**src/design/tps_pkg.sv**
```systemverilog
// ----------------------------------------------------------------------------
// Thread pass scheduler package
// Shared widths, command and register codes, and the request and response
// structures of the bit-serial divider and multiplier.
// ----------------------------------------------------------------------------
`default_nettype none

package tps_pkg;

    localparam int DVD_W     = 58;
    localparam int DVS_W     = 20;
    localparam int MUL_W     = 16;
    localparam int DIV_CNT_W = $clog2(DVD_W);
    localparam int MUL_CNT_W = $clog2(MUL_W);

    localparam int CFG_IDX_W  = 3;
    localparam int CFG_DATA_W = 24;

    localparam logic CMD_START = 1'b0;
    localparam logic CMD_NEXT  = 1'b1;

    localparam logic [CFG_IDX_W-1:0] CFG_MAX_DEPTH     = 3'd0;
    localparam logic [CFG_IDX_W-1:0] CFG_DEPTH_STEP    = 3'd1;
    localparam logic [CFG_IDX_W-1:0] CFG_SPRING_PASSES = 3'd2;
    localparam logic [CFG_IDX_W-1:0] CFG_THREAD_SIZE   = 3'd3;
    localparam logic [CFG_IDX_W-1:0] CFG_INCH_MODE     = 3'd4;
    localparam logic [CFG_IDX_W-1:0] CFG_ENTRY_START   = 3'd5;
    localparam logic [CFG_IDX_W-1:0] CFG_START_ANGLE   = 3'd6;

    localparam logic [DVS_W-1:0] DIV_MILLI  = 20'd1000;
    localparam logic [MUL_W-1:0] MUL_MILLI  = 16'd1000;
    localparam logic [DVD_W-1:0] K_INCH_UM  = 58'd25400;

    typedef struct packed {
        logic             start;
        logic [DVD_W-1:0] dividend;
        logic [DVS_W-1:0] divisor;
    } t_div_req;

    typedef struct packed {
        logic             done;
        logic [DVD_W-1:0] quot;
        logic [DVS_W-1:0] rem;
    } t_div_rsp;

    typedef struct packed {
        logic             start;
        logic [DVD_W-1:0] mcand;
        logic [MUL_W-1:0] mult;
    } t_mul_req;

    typedef struct packed {
        logic             done;
        logic [DVD_W-1:0] prod;
    } t_mul_rsp;

endpackage

`default_nettype wire

```
**src/design/tps_div.sv**
```systemverilog
// ----------------------------------------------------------------------------
// Thread pass scheduler divider
// Restoring unsigned divider that retires one quotient bit per cycle.
// ----------------------------------------------------------------------------
`default_nettype none

module tps_div import tps_pkg::*; (
    input  logic     i_clk,
    input  logic     i_rst_n,
    input  t_div_req i_req,
    output t_div_rsp o_rsp
);

    logic                 r_busy;
    logic                 r_done;
    logic [DIV_CNT_W-1:0] r_cnt;
    logic [DVD_W-1:0]     r_quot;
    logic [DVS_W-1:0]     r_rem;
    logic [DVS_W-1:0]     r_dvs;

    logic [DVS_W:0] trial;
    logic [DVS_W:0] diff;
    logic           fits;

    assign trial = {r_rem, r_quot[DVD_W-1]};
    assign diff  = trial - {1'b0, r_dvs};
    assign fits  = (trial >= {1'b0, r_dvs});

    always_ff @(posedge i_clk) begin
        if (!i_rst_n) begin
            r_busy <= 1'b0;
            r_done <= 1'b0;
            r_cnt  <= '0;
        end else begin
            r_done <= 1'b0;
            if (i_req.start) begin
                r_busy <= 1'b1;
                r_cnt  <= DIV_CNT_W'(DVD_W - 1);
            end else if (r_busy && (r_cnt == '0)) begin
                r_busy <= 1'b0;
                r_done <= 1'b1;
            end else if (r_busy) begin
                r_cnt <= r_cnt - 1'b1;
            end
        end
    end

    always_ff @(posedge i_clk) begin
        if (i_req.start) begin
            r_quot <= i_req.dividend;
            r_rem  <= '0;
            r_dvs  <= i_req.divisor;
        end else if (r_busy) begin
            r_quot <= {r_quot[DVD_W-2:0], fits};
            r_rem  <= fits ? diff[DVS_W-1:0] : trial[DVS_W-1:0];
        end
    end

    assign o_rsp.done = r_done;
    assign o_rsp.quot = r_quot;
    assign o_rsp.rem  = r_rem;

endmodule

`default_nettype wire

```
**src/design/tps_mul.sv**
```systemverilog
// ----------------------------------------------------------------------------
// Thread pass scheduler multiplier
// Shift-and-add multiplier that takes one multiplier bit per cycle, MSB first.
// ----------------------------------------------------------------------------
`default_nettype none

module tps_mul import tps_pkg::*; (
    input  logic     i_clk,
    input  logic     i_rst_n,
    input  t_mul_req i_req,
    output t_mul_rsp o_rsp
);

    logic                 r_busy;
    logic                 r_done;
    logic [MUL_CNT_W-1:0] r_cnt;
    logic [DVD_W-1:0]     r_acc;
    logic [DVD_W-1:0]     r_mcand;
    logic [MUL_W-1:0]     r_mult;

    logic [DVD_W-1:0] n_acc;

    assign n_acc = {r_acc[DVD_W-2:0], 1'b0} + (r_mult[MUL_W-1] ? r_mcand : '0);

    always_ff @(posedge i_clk) begin
        if (!i_rst_n) begin
            r_busy <= 1'b0;
            r_done <= 1'b0;
            r_cnt  <= '0;
        end else begin
            r_done <= 1'b0;
            if (i_req.start) begin
                r_busy <= 1'b1;
                r_cnt  <= MUL_CNT_W'(MUL_W - 1);
            end else if (r_busy && (r_cnt == '0)) begin
                r_busy <= 1'b0;
                r_done <= 1'b1;
            end else if (r_busy) begin
                r_cnt <= r_cnt - 1'b1;
            end
        end
    end

    always_ff @(posedge i_clk) begin
        if (i_req.start) begin
            r_acc   <= '0;
            r_mcand <= i_req.mcand;
            r_mult  <= i_req.mult;
        end else if (r_busy) begin
            r_acc  <= n_acc;
            r_mult <= {r_mult[MUL_W-2:0], 1'b0};
        end
    end

    assign o_rsp.done = r_done;
    assign o_rsp.prod = r_acc;

endmodule

`default_nettype wire

```
**src/design/thread_pass_scheduler_core.sv**
```systemverilog
// ----------------------------------------------------------------------------
// Thread pass scheduler core
// A start request passes from the load state to the done state; in inch mode,
// two divisions on the bit-serial divider run in turn between them, the second
// skipped when the first quotient is zero. A next-pass request runs up to four
// divisions and two multiplications, one after another; at the maximum depth the
// passes-left division is skipped. A zero pitch skips the angle work. One request
// is held at a time; the next is accepted the cycle after the result is loaded.
// Synchronous active-low reset restores the register defaults and clears the job.
// ----------------------------------------------------------------------------
`default_nettype none

module thread_pass_scheduler_core import tps_pkg::*; #(
    parameter int unsigned ANGLE_COUNTS = 3000
) (
    input  logic                  i_clk,
    input  logic                  i_rst_n,
    input  logic                  i_cfg_we,
    input  logic [CFG_IDX_W-1:0]  i_cfg_idx,
    input  logic [CFG_DATA_W-1:0] i_cfg_data,
    input  logic                  i_in_valid,
    output logic                  o_in_stall,
    input  logic                  i_command,
    input  logic signed [23:0]    i_tool_position,
    output logic                  o_out_valid,
    input  logic                  i_out_stall,
    output logic                  o_pass_ok,
    output logic [15:0]           o_depth_now,
    output logic [15:0]           o_step_cut,
    output logic signed [16:0]    o_passes_left,
    output logic [11:0]           o_entry_angle,
    output logic [19:0]           o_pitch,
    output logic                  o_pitch_error
);

    localparam logic [MUL_W-1:0] ANGLE_K = MUL_W'(ANGLE_COUNTS);

    localparam logic [3:0] ST_IDLE   = 4'd0;
    localparam logic [3:0] ST_LOAD   = 4'd1;
    localparam logic [3:0] ST_INCH_A = 4'd2;
    localparam logic [3:0] ST_INCH_B = 4'd3;
    localparam logic [3:0] ST_PREP   = 4'd4;
    localparam logic [3:0] ST_LEFT   = 4'd5;
    localparam logic [3:0] ST_ANG    = 4'd6;
    localparam logic [3:0] ST_MUL_A  = 4'd7;
    localparam logic [3:0] ST_DIV_A  = 4'd8;
    localparam logic [3:0] ST_MUL_B  = 4'd9;
    localparam logic [3:0] ST_DIV_B  = 4'd10;
    localparam logic [3:0] ST_SUM    = 4'd11;
    localparam logic [3:0] ST_MOD    = 4'd12;
    localparam logic [3:0] ST_DONE   = 4'd13;

    logic [3:0]  r_state;

    logic [15:0] r_max_depth;
    logic [15:0] r_depth_step;
    logic [7:0]  r_spring_passes;
    logic [19:0] r_thread_size;
    logic        r_inch_mode;
    logic [23:0] r_entry_start;
    logic [11:0] r_start_angle;

    logic [19:0] r_pitch;
    logic [15:0] r_depth;
    logic [7:0]  r_spring;
    logic [31:0] r_rs;

    logic             r_cmd;
    logic [23:0]      r_pos;
    logic [15:0]      r_step;
    logic [16:0]      r_nd;
    logic [DVD_W-1:0] r_work;
    logic             r_neg;

    logic        r_res_ok;
    logic [15:0] r_res_cut;
    logic [16:0] r_res_left;
    logic [11:0] r_res_ang;

    logic        r_out_valid;
    logic        r_out_ok;
    logic [15:0] r_out_depth;
    logic [15:0] r_out_cut;
    logic [16:0] r_out_left;
    logic [11:0] r_out_ang;
    logic [19:0] r_out_pitch;

    t_div_req div_req;
    t_div_rsp div_rsp;
    t_mul_req mul_req;
    t_mul_rsp mul_rsp;

    logic [15:0]      step_eff;
    logic [16:0]      n_nd;
    logic [31:0]      n_rs;
    logic             reach;
    logic [16:0]      over;
    logic [15:0]      room;
    logic [15:0]      cut_clamp;
    logic [33:0]      d_full;
    logic [33:0]      d_mag;
    logic [DVD_W-1:0] ssa_ext;
    logic             q_ge_ssa;
    logic [DVD_W-1:0] sum_mag;
    logic             sum_neg;
    logic [15:0]      rem16;
    logic [15:0]      ang16;

    tps_div u_div (
        .i_clk   (i_clk),
        .i_rst_n (i_rst_n),
        .i_req   (div_req),
        .o_rsp   (div_rsp)
    );

    tps_mul u_mul (
        .i_clk   (i_clk),
        .i_rst_n (i_rst_n),
        .i_req   (mul_req),
        .o_rsp   (mul_rsp)
    );

    assign step_eff  = (r_depth_step == '0) ? 16'd1 : r_depth_step;
    assign n_nd      = {1'b0, r_depth} + {1'b0, step_eff};
    assign n_rs      = r_rs - {17'd0, step_eff[15:1]};
    assign reach     = (r_nd >= {1'b0, r_max_depth});
    assign over      = r_nd - {1'b0, r_max_depth};
    assign room      = r_max_depth - r_nd[15:0];
    assign cut_clamp = (r_max_depth >= r_depth) ? (r_max_depth - r_depth) : 16'd0;
    assign d_full    = {{10{r_pos[23]}}, r_pos} - {{2{r_rs[31]}}, r_rs};
    assign d_mag     = d_full[33] ? (34'd0 - d_full) : d_full;
    assign ssa_ext   = {{(DVD_W-12){1'b0}}, r_start_angle};
    assign q_ge_ssa  = (r_work >= ssa_ext);
    assign rem16     = div_rsp.rem[15:0];
    assign ang16     = (r_neg && (rem16 != '0)) ? (ANGLE_K - rem16) : rem16;

    always_comb begin
        if (!r_neg) begin
            sum_mag = r_work + ssa_ext;
            sum_neg = 1'b0;
        end else if (q_ge_ssa) begin
            sum_mag = r_work - ssa_ext;
            sum_neg = 1'b1;
        end else begin
            sum_mag = ssa_ext - r_work;
            sum_neg = 1'b0;
        end
    end

    always_comb begin
        div_req = '0;
        mul_req = '0;
        unique case (r_state)
            ST_LOAD: begin
                if ((r_cmd == CMD_START) && r_inch_mode) begin
                    div_req.start    = 1'b1;
                    div_req.dividend = {{(DVD_W-20){1'b0}}, r_thread_size};
                    div_req.divisor  = DIV_MILLI;
                end
            end
            ST_INCH_A: begin
                if (div_rsp.done && (div_rsp.quot != '0)) begin
                    div_req.start    = 1'b1;
                    div_req.dividend = K_INCH_UM;
                    div_req.divisor  = div_rsp.quot[DVS_W-1:0];
                end
            end
            ST_PREP: begin
                if (!reach) begin
                    div_req.start    = 1'b1;
                    div_req.dividend = {{(DVD_W-16){1'b0}}, room};
                    div_req.divisor  = {{(DVS_W-16){1'b0}}, r_step};
                end
            end
            ST_ANG: begin
                if (r_pitch != '0) begin
                    mul_req.start = 1'b1;
                    mul_req.mcand = r_work;
                    mul_req.mult  = MUL_MILLI;
                end
            end
            ST_MUL_A: begin
                if (mul_rsp.done) begin
                    div_req.start    = 1'b1;
                    div_req.dividend = mul_rsp.prod;
                    div_req.divisor  = r_pitch;
                end
            end
            ST_DIV_A: begin
                if (div_rsp.done) begin
                    mul_req.start = 1'b1;
                    mul_req.mcand = div_rsp.quot;
                    mul_req.mult  = ANGLE_K;
                end
            end
            ST_MUL_B: begin
                if (mul_rsp.done) begin
                    div_req.start    = 1'b1;
                    div_req.dividend = mul_rsp.prod;
                    div_req.divisor  = DIV_MILLI;
                end
            end
            ST_SUM: begin
                div_req.start    = 1'b1;
                div_req.dividend = sum_mag;
                div_req.divisor  = {{(DVS_W-MUL_W){1'b0}}, ANGLE_K};
            end
            default: begin
            end
        endcase
    end

    always_ff @(posedge i_clk) begin
        if (!i_rst_n) begin
            r_state         <= ST_IDLE;
            r_out_valid     <= 1'b0;
            r_max_depth     <= 16'd0;
            r_depth_step    <= 16'd1;
            r_spring_passes <= 8'd0;
            r_thread_size   <= 20'd1000;
            r_inch_mode     <= 1'b0;
            r_entry_start   <= 24'd0;
            r_start_angle   <= 12'd0;
            r_pitch         <= '0;
            r_depth         <= '0;
            r_spring        <= '0;
            r_rs            <= '0;
        end else begin
            if (i_cfg_we) begin
                unique case (i_cfg_idx)
                    CFG_MAX_DEPTH:     r_max_depth     <= i_cfg_data[15:0];
                    CFG_DEPTH_STEP:    r_depth_step    <= i_cfg_data[15:0];
                    CFG_SPRING_PASSES: r_spring_passes <= i_cfg_data[7:0];
                    CFG_THREAD_SIZE:   r_thread_size   <= i_cfg_data[19:0];
                    CFG_INCH_MODE:     r_inch_mode     <= i_cfg_data[0];
                    CFG_ENTRY_START:   r_entry_start   <= i_cfg_data[23:0];
                    CFG_START_ANGLE:   r_start_angle   <= i_cfg_data[11:0];
                    default: begin
                    end
                endcase
            end

            if (r_out_valid && !i_out_stall && (r_state != ST_DONE)) begin
                r_out_valid <= 1'b0;
            end

            unique case (r_state)
                ST_IDLE: begin
                    if (i_in_valid) begin
                        r_cmd   <= i_command;
                        r_pos   <= i_tool_position;
                        r_state <= ST_LOAD;
                    end
                end
                ST_LOAD: begin
                    if (r_cmd == CMD_START) begin
                        r_depth    <= '0;
                        r_spring   <= '0;
                        r_rs       <= {{8{r_entry_start[23]}}, r_entry_start};
                        r_res_ok   <= 1'b0;
                        r_res_cut  <= '0;
                        r_res_left <= '0;
                        r_res_ang  <= '0;
                        if (r_inch_mode) begin
                            r_state <= ST_INCH_A;
                        end else begin
                            r_pitch <= r_thread_size;
                            r_state <= ST_DONE;
                        end
                    end else begin
                        r_step  <= step_eff;
                        r_nd    <= n_nd;
                        r_rs    <= n_rs;
                        r_state <= ST_PREP;
                    end
                end
                ST_INCH_A: begin
                    if (div_rsp.done) begin
                        if (div_rsp.quot == '0) begin
                            r_pitch <= '0;
                            r_state <= ST_DONE;
                        end else begin
                            r_state <= ST_INCH_B;
                        end
                    end
                end
                ST_INCH_B: begin
                    if (div_rsp.done) begin
                        r_pitch <= div_rsp.quot[19:0];
                        r_state <= ST_DONE;
                    end
                end
                ST_PREP: begin
                    r_neg  <= d_full[33];
                    r_work <= {{(DVD_W-34){1'b0}}, d_mag};
                    if (reach) begin
                        r_depth    <= r_max_depth;
                        r_res_cut  <= cut_clamp;
                        r_res_left <= (over >= {1'b0, r_step}) ? 17'h1FFFF : 17'd0;
                        if (r_spring < r_spring_passes) begin
                            r_spring <= r_spring + 8'd1;
                            r_res_ok <= 1'b1;
                        end else begin
                            r_res_ok <= 1'b0;
                        end
                        r_state <= ST_ANG;
                    end else begin
                        r_depth   <= r_nd[15:0];
                        r_res_cut <= r_step;
                        r_res_ok  <= 1'b1;
                        r_state   <= ST_LEFT;
                    end
                end
                ST_LEFT: begin
                    if (div_rsp.done) begin
                        r_res_left <= {1'b0, div_rsp.quot[15:0]};
                        r_state    <= ST_ANG;
                    end
                end
                ST_ANG: begin
                    if (r_pitch == '0) begin
                        r_res_ang <= '0;
                        r_state   <= ST_DONE;
                    end else begin
                        r_state <= ST_MUL_A;
                    end
                end
                ST_MUL_A: begin
                    if (mul_rsp.done) begin
                        r_state <= ST_DIV_A;
                    end
                end
                ST_DIV_A: begin
                    if (div_rsp.done) begin
                        r_state <= ST_MUL_B;
                    end
                end
                ST_MUL_B: begin
                    if (mul_rsp.done) begin
                        r_state <= ST_DIV_B;
                    end
                end
                ST_DIV_B: begin
                    if (div_rsp.done) begin
                        r_work  <= div_rsp.quot;
                        r_state <= ST_SUM;
                    end
                end
                ST_SUM: begin
                    r_neg   <= sum_neg;
                    r_state <= ST_MOD;
                end
                ST_MOD: begin
                    if (div_rsp.done) begin
                        r_res_ang <= ang16[11:0];
                        r_state   <= ST_DONE;
                    end
                end
                ST_DONE: begin
                    if (!r_out_valid || !i_out_stall) begin
                        r_out_valid <= 1'b1;
                        r_out_ok    <= r_res_ok;
                        r_out_depth <= r_depth;
                        r_out_cut   <= r_res_cut;
                        r_out_left  <= r_res_left;
                        r_out_ang   <= r_res_ang;
                        r_out_pitch <= r_pitch;
                        r_state     <= ST_IDLE;
                    end
                end
                default: begin
                    r_state <= ST_IDLE;
                end
            endcase
        end
    end

    assign o_in_stall    = (r_state != ST_IDLE);
    assign o_out_valid   = r_out_valid;
    assign o_pass_ok     = r_out_ok;
    assign o_depth_now   = r_out_depth;
    assign o_step_cut    = r_out_cut;
    assign o_passes_left = r_out_left;
    assign o_entry_angle = r_out_ang;
    assign o_pitch       = r_out_pitch;
    assign o_pitch_error = (r_out_pitch == '0);

endmodule

`default_nettype wire

```
**config.mk**
```make
export PLATFORM = sky130hd
export DESIGN_NAME = thread_pass_scheduler_core
export DESIGN_NICKNAME = d
export VERILOG_FILES = /design/src/design/tps_pkg.sv /design/src/design/tps_div.sv /design/src/design/tps_mul.sv /design/src/design/thread_pass_scheduler_core.sv
export SDC_FILE = /design/constraint.sdc
export NUM_CORES = 2
export LEC_CHECK = 0
export ABC_AREA = 1
export BUFFER_PORTS_ARGS = -buffer_cell sky130_fd_sc_hd__buf_2
export CAP_MARGIN = 40
export CORE_ASPECT_RATIO = 1.2
export CORE_MARGIN = 8
export CORE_UTILIZATION = 48
export DETAILED_ROUTE_END_ITERATION = 7
export MAX_ROUTING_LAYER = met4
export PLACE_DENSITY_LB_ADDON = 0.15
export SLEW_MARGIN = 20
export SYNTH_ARGS = -nofsm -noshare
export SYNTH_HDL_FRONTEND = slang
export SYNTH_SLANG_ARGS = --single-unit
```
**constraint.sdc**
```tcl
create_clock -name i_clk -period 6.5 [get_ports i_clk]
set_clock_uncertainty 0.15 [all_clocks]
set_input_delay 0.65 -clock i_clk [delete_from_list [all_inputs] [get_ports i_clk]]
set_output_delay 0.65 -clock i_clk [all_outputs]
set_load 0.02 [all_outputs]
```
==> run summary <==
Row cnt: 126
Vias per cell: 5.758
Initial detailed-routing violation count: 4571
Via count: 45883
Hold path cells: 1
Fmax: 209.1 MHz
Die area: 108500 µm²
Port bufs: 141
CP top delay family: compound AO/OA/AOI/OAI gates
Worst Path Max Fanout: 70
Post-synth EDFFs: 394
Final Util: 0.5282
Gate Count Post-Synth: 6556
RR Endpoint: u_div.r_quot[13]$_DFFE_PP_
Gpl congestion: 1.084
Routed Antenna Nets: 0
Fin. Hold Viols: 0
Detailed Route WL: 195700 µm
Average size of a mapped cell: 7.186 µm²
Share of cells above drive strength 1: 0.07208
WL/cell: 24.57 µm
Largest cells by area after synthesis: edfxtp_1 25%, nand2_1 12%, dfxtp_1 11%
Slew Viols, Final: 0
Top-area cell type share of the netlist area: 0.2511
Grt ovf: 0
Worst Setup Start Kind: flip-flop
# Max-Cap Violations: 0
Fin crit share: 0.7357
Final net count: 6943
GRT Util Overall: 0.3607
Crit. End Element: flip-flop
CTS clk-pin slew, worst paths: 0.07 ns
RSZ-0062 raised after global routing: no
Outcome: finished, final reports clean
Deepest clock path buffer count: 3
Endpoint, Worst Hold: r_pos[0]$_DFFE_PP_
Sink Count: 664
Post-cts sizing count: 0
Final Setup Violations: 0
Minimum clock period: 4.782 ns
Initial antenna violation count: 2
Pwr/cell area: 362.7 nW/µm²
Yosys warning total: 0
Hold_ws: 0.05499 ns
Least-Margin Pin Slew: 0.9218 ns
DRC violations left: 0
Largest net degree at the start of global routing: 85
Die height: 359.2 µm
CTS Hold Buffers Added: 24
Syn nets: 6876
CP peak stage delay: 0.76 ns
Seq/Total Area, Yosys: 0.3659
Sum Neg Setup Slack: 0 ns
Predominant post-synthesis flop cell: edfxtp_1
Num ports: 142
Core ar.: 97900 µm²
# Post-CTS Setup Buffers: 0
Worst reg2reg path startpoint: r_max_depth[1]$_SDFFE_PN0P_
Arr. time, crit path: 5.02 ns
Peak VDD IR: 0.3212 mV
WP buf/inv: 4
Drt pass-1 iters: 7
Async S/R FF share, synth: 0
Reg2reg path depth: 15
First-pass GRT wire length: 285300 µm
Synth unique cells: 68
Vias in the first global route: 44392
Slew margin rel.: 0.3817
Die X: 302.0 µm
Slowest CP cell: a211oi_1
Worst skew pair latency: 0.68 ns
Synth Register Bits: 664
CP most frequent cell: nand2_1
CP Class: reg2reg
Root Buffer: clkbuf_16
Area leader, netlist: edfxtp_1
Num CTS Buffers: 76
R2R setup slack: 1.72 ns
CP required: 6.74 ns
Hold Startpoint: i_tool_position[0]
CTS tree: yes
Type of the tightest min-delay check: in2reg
Total Power: 18.76 mW
H-tree levels: 3
Leak pwr: 23.36 nW
CP Cell Sequence: inv_1 -> ha_1 -> nand2_1 -> o21ai_2 -> a21boi_2 -> o21ai_2 -> nand2_1 -> nand2_1 -> nor2_4 -> inv_4 -> nand3_4 -> clkinv_2 -> buf_12 -> a211oi_1 -> a21oi_1
Dpl hpwl: 156700 µm
Syn Std Cell Area: 47110 µm²
Synth-to-Final Area Change: 9.768%
Initial Util: 0.4812
==> sequential cells by signal (all words and copies together), names as in the netlist, 13 cells and up <==
name           count
o_depth_now       16
o_passes_left     17
o_pitch           20
o_step_cut        16
r_depth           16
r_depth_step      16
r_entry_start     24
r_max_depth       16
r_nd              17
r_pitch           20
r_pos             24
r_res_cut         16
r_res_left        17
r_rs              32
r_step            16
r_thread_size     20
r_work            58
u_div.r_dvs       20
u_div.r_quot      58
u_div.r_rem       20
u_mul.r_acc       58
u_mul.r_mcand     58
u_mul.r_mult      13
==> worst max-delay path by stage <==
stage	start	end	slack, ns	cells past startpoint
after global routing	r_max_depth[1]$_SDFFE_PN0P_	u_div.r_quot[13]$_DFFE_PP_	1.49	15
after detailed placement	r_max_depth[1]$_SDFFE_PN0P_	u_div.r_quot[13]$_DFFE_PP_	1.74	15
final	r_max_depth[1]$_SDFFE_PN0P_	u_div.r_quot[13]$_DFFE_PP_	1.72	15
after global placement	r_max_depth[1]$_SDFFE_PN0P_	u_div.r_quot[13]$_DFFE_PP_	1.85	15
after CTS	r_max_depth[1]$_SDFFE_PN0P_	u_div.r_quot[13]$_DFFE_PP_	1.71	15
after floorplan	i_rst_n	o_depth_now[0]$_DFFE_PP_	0.85	5
==> report_power, final <==
| part | switching, mW | internal (mW) |
|---|---|---|
| logic | 5.64 | 2.50 |
| registers | 0.783 | 5.28 |
| clock network | 2.00 | 2.55 |
==> metal layers <==
metal | part of all wire | global-route usage
met5 | 0 | -
met4 | 0.077 | 0.2296
met3 | 0.060 | 0.03732
met2 | 0.48 | 0.5915
met1 | 0.39 | 0.4209
==> placed cells by master, fill, tap and decap left out, drive strengths merged, types with 41 or more instances in the layout <==
master	count
o21ai	493
nand4	70
edfxtp	394
a21oi	459
ha	252
nand2	1503
nand3	292
nor3	94
o22ai	131
nor4	53
buf	193
xnor2	56
clkbuf	94
inv	1031
o211ai	51
dfxtp	270
a31oi	41
nor2	716
xor2	212
==> through the flow <==
step	std cells	cell area (µm²)	worst slack (ns)
global route	7968	51710	1.486
floorplan	6556	47110	0.8509
CTS	7965	51690	1.713
global placement	7791	48730	1.846
detailed placement	7799	48840	1.737
finish	7968	51710	1.718
==> cells by family (layout without fill, tap and decap cells) <==
| group | Yosys count | after routing | share of synthesized area |
|---|---|---|---|
| compound gates | 1333 | 1333 | 0.1625 |
| simple gates | 2768 | 2768 | 0.2446 |
| fa+ha+maj | 263 | 263 | 0.07160 |
| flops | 664 | 664 | 0.3659 |
| other cells | 0 | 1 | 0 |
| buf+inv | 1260 | 1391 | 0.1051 |
| xor+xnor | 268 | 268 | 0.05022 |
==> area by class of cell <==
| cell class | instances | area [µm²] |
|---|---|---|
| Multi-Input combinational cell | 4632 | 24970 |
| Fill cell | 9800 | 46190 |
| Tap cell | 1280 | 1602 |
| Inverter | 1031 | 3882 |
| Timing Repair Buffer | 218 | 1409 |
| Sequential cell | 664 | 17240 |
| Antenna cell | 1 | 2.502 |
| Clock buffer | 94 | 2063 |
| Clock inverter | 48 | 544.3 |
==> cell usage after synthesis (25+ instances only) <==
cell      instances
clkbuf_1        132
nand2_1        1490
xor2_1          211
buf_2            51
a22oi_1          25
ha_1            252
o22ai_1         131
a21oi_1         428
o21ai_1          47
o211ai_1         50
o21bai_1         32
nor3_1           88
nand3_1         289
edfxtp_1        394
nand4_1          69
xnor2_1          56
inv_2            35
dfxtp_1         270
nor2_1          687
nor4_1           53
inv_1           990
o21ai_0         434
a21oi_2          31
a31oi_1          41
Note: power is estimated with default switching activity, not from simulation.
